### src/sv/fragment_blob_staging_buffer_top_defines.svh
// assertion macros for the fragment blob staging buffer
`ifndef FRAGMENT_BLOB_STAGING_BUFFER_TOP_DEFINES_SVH
`define FRAGMENT_BLOB_STAGING_BUFFER_TOP_DEFINES_SVH

// antecedent implies consequent in the same cycle
`define FBSB_ASSERT_NOW(label, ante, cons, msg) \
   label: assert property (@(posedge clock) disable iff (reset) (ante) |-> (cons)) \
      else $error(msg);

// antecedent implies consequent in the next cycle
`define FBSB_ASSERT_NEXT(label, ante, cons, msg) \
   label: assert property (@(posedge clock) disable iff (reset) (ante) |=> (cons)) \
      else $error(msg);

`endif

### src/sv/fbsb_pkg.sv
// shared types and constants of the fragment blob staging buffer
`default_nettype none

package fbsb_pkg;

   localparam int BLOB_BYTES_DEF = 1024;
   localparam int LANES          = 8;
   localparam int REQ_DATA_W     = 112;
   localparam int RSP_DATA_W     = 128;

   localparam logic [1:0] OP_CLEAR  = 2'd0;
   localparam logic [1:0] OP_HEADER = 2'd1;
   localparam logic [1:0] OP_DATA   = 2'd2;
   localparam logic [1:0] OP_READ   = 2'd3;

   localparam logic [2:0] ERR_NONE     = 3'd0;
   localparam logic [2:0] ERR_INVALID  = 3'd1;
   localparam logic [2:0] ERR_OVERFLOW = 3'd2;
   localparam logic [2:0] ERR_ORDER    = 3'd3;
   localparam logic [2:0] ERR_NO_BLOB  = 3'd4;

   localparam logic [1:0] PH_EMPTY     = 2'd0;
   localparam logic [1:0] PH_RECEIVING = 2'd1;
   localparam logic [1:0] PH_READY     = 2'd2;

   typedef struct packed {
      logic load;
      logic exec;
      logic rd_issue;
      logic rd_emit;
   } fbsb_cmd_type;

   typedef struct packed {
      logic out_free;
      logic read_go;
      logic read_last;
   } fbsb_sts_type;

endpackage

`default_nettype wire

### src/sv/fbsb_ctrl.sv
// sequencer for request capture, execution and read word emission
`default_nettype none

module fbsb_ctrl import fbsb_pkg::*; (
   input  wire logic         clock,
   input  wire logic         reset,
   input  wire logic         req_tvalid,
   output logic              req_tready,
   input  wire fbsb_sts_type sts,
   output fbsb_cmd_type      cmd
);

   localparam logic [1:0] S_IDLE     = 2'd0;
   localparam logic [1:0] S_EXEC     = 2'd1;
   localparam logic [1:0] S_RD_ISSUE = 2'd2;
   localparam logic [1:0] S_RD_EMIT  = 2'd3;

   logic [1:0] state_ff;
   logic [1:0] state_in;

   always_comb begin
      state_in   = state_ff;
      cmd        = '0;
      req_tready = 1'b0;
      case (state_ff)
         S_IDLE: begin
            req_tready = 1'b1;
            if (req_tvalid) begin
               cmd.load = 1'b1;
               state_in = S_EXEC;
            end
         end
         S_EXEC: begin
            if (sts.out_free) begin
               cmd.exec = 1'b1;
               state_in = sts.read_go ? S_RD_ISSUE : S_IDLE;
            end
         end
         S_RD_ISSUE: begin
            cmd.rd_issue = 1'b1;
            state_in     = S_RD_EMIT;
         end
         S_RD_EMIT: begin
            if (sts.out_free) begin
               cmd.rd_emit = 1'b1;
               state_in    = sts.read_last ? S_IDLE : S_RD_ISSUE;
            end
         end
         default: begin
            state_in = S_IDLE;
         end
      endcase
   end

   always_ff @(posedge clock) begin
      if (reset) begin
         state_ff <= S_IDLE;
      end else begin
         state_ff <= state_in;
      end
   end

endmodule

`default_nettype wire

### config.mk
export PLATFORM = sky130hd
export DESIGN_NAME = fbsb_ctrl
export DESIGN_NICKNAME = d
export VERILOG_FILES = /design/src/sv/fragment_blob_staging_buffer_top_defines.svh /design/src/sv/fbsb_pkg.sv /design/src/sv/fbsb_ctrl.sv
export SDC_FILE = /design/constraint.sdc
export NUM_CORES = 1
export LEC_CHECK = 0
export ABC_AREA = 1
export CAP_MARGIN = 30
export CORE_AREA = 5 5 42 44
export CTS_BUF_LIST = sky130_fd_sc_hd__clkbuf_4
export CTS_CLUSTER_SIZE = 25
export DETAILED_ROUTE_END_ITERATION = 12
export DIE_AREA = 0 0 47 49
export DONT_BUFFER_PORTS = 1
export GPL_ROUTABILITY_DRIVEN = 0
export GPL_TIMING_DRIVEN = 0
export PLACE_DENSITY_LB_ADDON = 0.15
export REMOVE_ABC_BUFFERS = 1
export SETUP_SLACK_MARGIN = 0.4
export SLEW_MARGIN = 20
export SYNTH_ARGS = -nofsm -noshare
export SYNTH_HDL_FRONTEND = slang
export SYNTH_SLANG_ARGS = --single-unit
### constraint.sdc
create_clock -name clock -period 2.5 [get_ports clock]
set_clock_uncertainty 0.15 [all_clocks]
set_input_delay 0.5 -clock clock [delete_from_list [all_inputs] [get_ports clock]]
set_output_delay 0.5 -clock clock [all_outputs]
set_load 0.1 [all_outputs]
### Word level (Yosys, flattened, before mapping)

Index checks and enable logic that the tools add are counted.

* flip-flop bits (word level): 2
* bits in latches: 0
* bits in writable memories: 0
* ROM bits: 0
* input bits: 6
* output and inout bits: 5
* word-level logic and storage cells: 22
* memories kept: 0

* $add $sub $neg: 0
* multipliers: 0
* divide/modulo/power cells: 0
* magnitude comparators: 0
* equal/unequal tests: 6
* shift-type cells: 0
* muxes and demuxes: 13
* bitwise operators: 0
* reductions and logical operators: 2

Operators by type and width (count)
* $mux 2: 5
* $pmux 2 s4: 1
* $mux 1: 7
* $ne 2x2->1 const B: 3
* $eq 2x2->1 const B: 2
* $reduce_and 3->1: 1
* $eq 2x1->1 const B: 1
* $logic_not 2->1: 1

### Logic depth before layout (Yosys ltp)

Gate-level depths: netlist of the first run.

* depth after elaboration: 3
* mapped depth: 3
* mapped depth without buffers: 3

### Least setup slack after synthesis of the first run

No wires, ideal clock.

* kind: input to output
* start point: input port req_tvalid
* end point: output port cmd[3] in the netlist's numbering
* data arrival time: 2.682 ns
* data required time: 1.850 ns
* setup slack: -0.832 ns
* stages: 1
* path buffers: 0
* path through: nor3b_1

* cells in the longest elaborated chain, start to end: 2

Ends and longest elaborated chain
* start, declared: RTL line fbsb_ctrl.sv:7 `input wire logic req_tvalid,`
* $mux 1: RTL line fbsb_ctrl.sv:28 `if (req_tvalid) begin`
* $mux 1: RTL line fbsb_ctrl.sv:25 `case (state_ff)`
* end, declared: RTL line fbsb_ctrl.sv:10 `output fbsb_cmd_type cmd`

No other way between the ends.

==> results.sh, run 1 <==
export IMPL_status="complete, no violations"
export IMPL_fp_dieH_um=49
export IMPL_drt_iter0_markers=3
export IMPL_syn_area_per_cell_um2=6.49
export IMPL_crit_family="flip-flops"
export IMPL_final_common_cell="buf_8"
export IMPL_clk_latency_ns=0.22
export IMPL_required_ns=1.85
export IMPL_layout_common_cells="buf_8, nor2_2, clkbuf_4"
export IMPL_die_w_um=47
export IMPL_finish_instance_area_um2=236
export IMPL_clockPowerShare_pct=41.5
export IMPL_grt_pass1_vias=157
export IMPL_path_class="reg -> out"
export IMPL_power_switching_mw=0.0699
export IMPL_layout_worst_path_cycle_share_pct=75.1
export IMPL_finalWirelength_um=400
export IMPL_path_cells="nand2_1 -> nor2_2 -> buf_8"
export IMPL_track_usage_pct=4.57
export IMPL_top_regs="state_ff: 2 flops"
export IMPL_vdd_ir_drop_max_mv=0.253
export IMPL_syn_area_um2=104
export IMPL_end_kind="output port"
export IMPL_synth_seq_cells=2
export IMPL_fmax_ghz=0.533
export IMPL_ys_top_cells_by_area="dfxtp_1, nor2_1, nor3_1"
export IMPL_dpl_cell_area_um2=214
export IMPL_placementRows=14
export IMPL_root_buffer="clkbuf_4"
export IMPL_pre_cts_slack_ns=0.844
export IMPL_drc=0
export IMPL_drive_above_1_share_pct=54.2
export IMPL_wl_per_cell_um=10.0
export IMPL_io_buffers=0
export IMPL_setup_viol=0
export IMPL_core_area_um2=1400
export IMPL_h_tree_depth=1
export IMPL_clock_sinks=2
export IMPL_crit_slowest_cell="dfxtp_1"
export IMPL_first_pass_iters=2
export IMPL_post_cts_resized=0
export IMPL_p_sw_share_pct=40.0
export IMPL_crit_arrival_ns=1.23
export IMPL_yosysSeqAreaShare_pct=38.6
export IMPL_period_minus_slack_ns=1.88
export IMPL_clk_pin_slew_ns=0.03
export IMPL_insertedDiodeCount=0
export IMPL_power_density_nw_per_um2=739
export IMPL_antenna_found_initial=0
export IMPL_hold_viol_final=0
export IMPL_relSlewSlack_pct=80.9
export IMPL_cts_tree="yes"
export IMPL_layout_setup_ws_ns=0.623
export IMPL_power_leakage_nw=0.0975
export IMPL_timing_final_max_slew_violations=0
export IMPL_cts_buffers_inserted=3
export IMPL_via_count=136
export IMPL_die_area_um2=2300
export IMPL_worst_slew_pin_slew_ns=0.285
export IMPL_nNetsFinal=32
export IMPL_synth_area_leader_cell="dfxtp_1"
export IMPL_grt_pass1_wl_um=634
export IMPL_regMostFlops="state_ff"
export IMPL_synth_warnings=0
export IMPL_syn_inst=16
export IMPL_crit_buf_inv=1
export IMPL_grt_max_degree=8
export IMPL_dp_cells=37
export IMPL_worstPathMaxFanout=7
export IMPL_clockBufferDepth=2
export IMPL_avgViaCountPerCell=3.40
export IMPL_final_antenna_net_count=0
export IMPL_cp_start_kind="register"
export IMPL_max_cap_violations=0
export IMPL_synth_distinct_cells=9
export IMPL_synthToLayoutAreaGrowth_pct=128
export IMPL_stdcell_count=40
export IMPL_largest_reg_flops=2
export IMPL_cpPeakStageDelay_ns=0.47
export IMPL_cts_hold_fix_buffers=0
export IMPL_dp_hpwl_um=323
export IMPL_p_comb_share_pct=36.1
export IMPL_holdCritPathClass="in -> reg"
export IMPL_start_util_pct=7.41
export IMPL_intPower_mw=0.105
export IMPL_post_cts_setup_buffers=0
export IMPL_rsz0062_at_grt="false"
export IMPL_io_pins=11
export IMPL_power_mw=0.175
export IMPL_gr_total_overflow=0
export IMPL_yosys_area_top_type_share_pct=38.6
export IMPL_seqPwrFrac_pct=22.4
[worst paths after layout]
check | from | endpoint | slack [ns] | depth (start not counted)
worst max-delay path | state_ff[0] | cmd[2] | 0.62 | 3
worst min-delay path | reset | state_ff[1] | 0.19 | 1
worst max register to register | state_ff[0] | state_ff[0] | 1.46 | 3
worst min register to register | state_ff[1] | state_ff[1] | 0.41 | 2
[layout make-up]
type / count / area, um^2
tap: 16 / 20.0
clock buffer: 3 / 22.5
fill: 167 / 1160
sequential: 2 / 40.0
inverter: 2 / 7.51
timing repair buffer: 5 / 75.1
multi-input combinational: 12 / 71.3
[metal layers]
layer	routed length, um	GRT usage, %
met1	168	4.81
met2	147	4.30
met3	83	5.54
met4	0	4.15
met5	0	0
[stage by stage]
step | TNS [ns] | hold slack, ns | util, %
2_1_floorplan | -0.832 | 0.339 | -
3_3_place_gp | -0.922 | 0.382 | 8.84
3_5_place_dp | 0 | 0.404 | 15.3
4_1_cts | 0 | 0.178 | 16.9
5_1_grt | 0 | 0.185 | 16.9
6_report | 0 | 0.193 | 16.9
[kinds of logic (layout without fill, tap and decap cells)]
kind of cell           Yosys count  after routing  share of synthesized area [%]
AO/OA/AOI/OAI                    1              1                           4.81
buffers and inverters            2             10                           7.23
flip-flops                       2              2                           38.6
AND/OR/NAND/NOR                 11             11                           49.4
[cells in the mapped netlist]
library cell and n:
a21oi_1 1, dfxtp_1 2, inv_1 2, nand2_1 2, nand3_1 1, nand4_1 1
nor2_1 4, nor3_1 2, nor3b_1 1
[worst reg2reg max path, cell delays in order, from the launching register on]
cell     delay (ns)
dfxtp_1        0.47
nand2_1        0.17
inv_1          0.09
nor3_1         0.05
[power by group through the flow]
stage          Combinational (mW)  Sequential (mW)  Clock (mW)
6_report                   0.0631           0.0391      0.0726
5_1_grt                    0.0654           0.0398      0.0815
4_1_cts                    0.0637           0.0392      0.0804
3_5_place_dp               0.0635           0.0396           0
3_3_place_gp               0.0459           0.0383           0
2_1_floorplan              0.0443           0.0375           0
Power figures use the tool's default switching activity.
==> run 2, diff against run 1 <==
clock period = 1.9 ns   (was 2.5 ns; I/O delays follow)
==> results.sh, run 2 (synthesized netlist as in run 1, its figures left out) <==
export IMPL_path_cells="nor3b_4 -> buf_12"
export IMPL_cp_startpoint="state_ff[1]"
export IMPL_multiInputGateArea_um2=100
export IMPL_insertedDiodeCount=0
export IMPL_drive_above_1_share_pct=74.1
export IMPL_track_usage_pct=5.28
export IMPL_fmax_ghz=0.641
export IMPL_io_buffers=0
export IMPL_h_tree_depth=1
export IMPL_r2r_start="state_ff[0]"
export IMPL_power_density_nw_per_um2=787
export IMPL_root_buffer="clkbuf_4"
export IMPL_cts_hold_fix_buffers=0
export IMPL_layout_setup_ws_ns=0.341
export IMPL_drt_iter0_markers=3
export IMPL_final_antenna_net_count=0
export IMPL_clk_latency_ns=0.23
export IMPL_regToRegEndpoint="state_ff[1]"
export IMPL_fp_dieH_um=49
export IMPL_crit_arrival_ns=1.03
export IMPL_worstPathMaxFanout=6
export IMPL_finalWirelength_um=458
export IMPL_dp_hpwl_um=323
export IMPL_status="complete, no violations"
export IMPL_start_util_pct=7.41
export IMPL_setup_viol=0
export IMPL_top_regs="state_ff: 2 flops"
export IMPL_regArea_um2=47.5
export IMPL_timing_final_max_slew_violations=0
export IMPL_finish_instance_area_um2=333
export IMPL_hold_viol_final=0
export IMPL_nNetsFinal=35
export IMPL_endpoint="cmd[3]"
export IMPL_placementRows=14
export IMPL_clock_sinks=2
export IMPL_core_area_um2=1400
export IMPL_die_w_um=47
export IMPL_synthToLayoutAreaGrowth_pct=220
export IMPL_required_ns=1.37
export IMPL_regMostFlops="state_ff"
export IMPL_die_area_um2=2300
export IMPL_grt_pass1_wl_um=765
export IMPL_cpPeakStageDelay_ns=0.36
export IMPL_fill_cells=153
export IMPL_vdd_ir_drop_max_mv=0.317
export IMPL_antenna_found_initial=0
export IMPL_dpl_cell_area_um2=214
export IMPL_layout_common_cells="buf_12, nor2_4, clkbuf_4"
export IMPL_r2r_slack_ns=0.80
export IMPL_first_pass_iters=2
export IMPL_drc=0
export IMPL_grt_max_degree=7
export IMPL_clk_pin_slew_ns=0.03
export IMPL_setup_tns_ns=0
export IMPL_holdCritPathClass="in -> reg"
export IMPL_layout_worst_path_cycle_share_pct=82.1
export IMPL_stdcell_count=43
export IMPL_power_leakage_nw=0.132
export IMPL_crit_slowest_cell="dfxtp_4"
export IMPL_largest_reg_flops=2
export IMPL_relSlewSlack_pct=87.2
export IMPL_grt_pass1_vias=181
export IMPL_rsz0062_at_grt="true"
export IMPL_max_cap_violations=0
export IMPL_worst_r2r_path_depth=5
export IMPL_cts_buffers_inserted=3
export IMPL_cts_tree="yes"
export IMPL_via_count=152
export IMPL_dp_cells=37
export IMPL_path_class="reg -> out"
export IMPL_worst_slew_pin_slew_ns=0.192
export IMPL_end_kind="output port"
export IMPL_gr_total_overflow=0
export IMPL_final_common_cell="buf_12"
export IMPL_post_route_util_pct=23.8
export IMPL_wl_per_cell_um=10.7
export IMPL_clockBufferDepth=2
export IMPL_io_pins=11
export IMPL_period_minus_slack_ns=1.56
export IMPL_cp_start_kind="register"
export IMPL_pre_cts_slack_ns=0.364
export IMPL_avgViaCountPerCell=3.53
run 2: critical path: cells and delay by family, from the launching register on:
kind / cells / cell delay (ns)
buffers and inverters: 1 / 0.20
and+or+nand+nor: 1 / 0.23
DFF: 1 / 0.36
run 2: where the power goes:
| group | internal [mW] | leakage (nW) | switching [mW] | total (mW) |
|---|---|---|---|---|
| combinational | 0.0444 | 0.100 | 0.0666 | 0.111 |
| clock | 0.0701 | 0.0138 | 0.0280 | 0.0981 |
| sequential | 0.0447 | 0.0178 | 0.00813 | 0.0528 |
run 2: per-stage QoR:
| stage | power (mW) | hold slack [ns] |
|---|---|---|
| 3_3_place_gp | 0.111 | 0.308 |
| 6_report | 0.262 | 0.0626 |
| 2_1_floorplan | 0.108 | 0.299 |
| 4_1_cts | 0.266 | 0.0494 |
| 3_5_place_dp | 0.136 | 0.302 |
| 5_1_grt | 0.278 | 0.0585 |
run 2: area by class of cell:
cell class                 instances  area share, %
clock buffer                       3           6.77
inverter                           2           2.26
multi-input combinational         12           30.1
sequential                         2           14.3
tap                               16           6.02
timing repair buffer               8           40.6
run 2: worst min-delay path by stage:
stage,slack (ns),depth (start not counted),startpoint,endpoint
after global routing,0.06,1,reset,state_ff[0]
after CTS,0.05,1,reset,state_ff[1]
final,0.06,1,reset,state_ff[1]
after detailed placement,0.30,1,reset,state_ff[1]
after floorplan,0.30,1,reset,state_ff[1]
after global placement,0.31,1,reset,state_ff[1]
run 2: repair_timing:
| item | 4_1_cts | 5_1_grt |
|---|---|---|
| pin swaps | 4 | 1 |
| resized for setup | 15 | 1 |
| setup buffers | 3 | 0 |
| hold endpoints to repair | 0 | 0 |
| gates cloned | 0 | 0 |
| setup endpoints to repair | 5 | 5 |
run 2: per-layer routing:
layer	vias to the layer above	part of all wire, %	global-route usage (%)
li1	76	-	-
met1	66	39	5.26
met2	10	44	6.33
met3	0	17	5.17
met4	0	0	4.15
met5	-	0	0
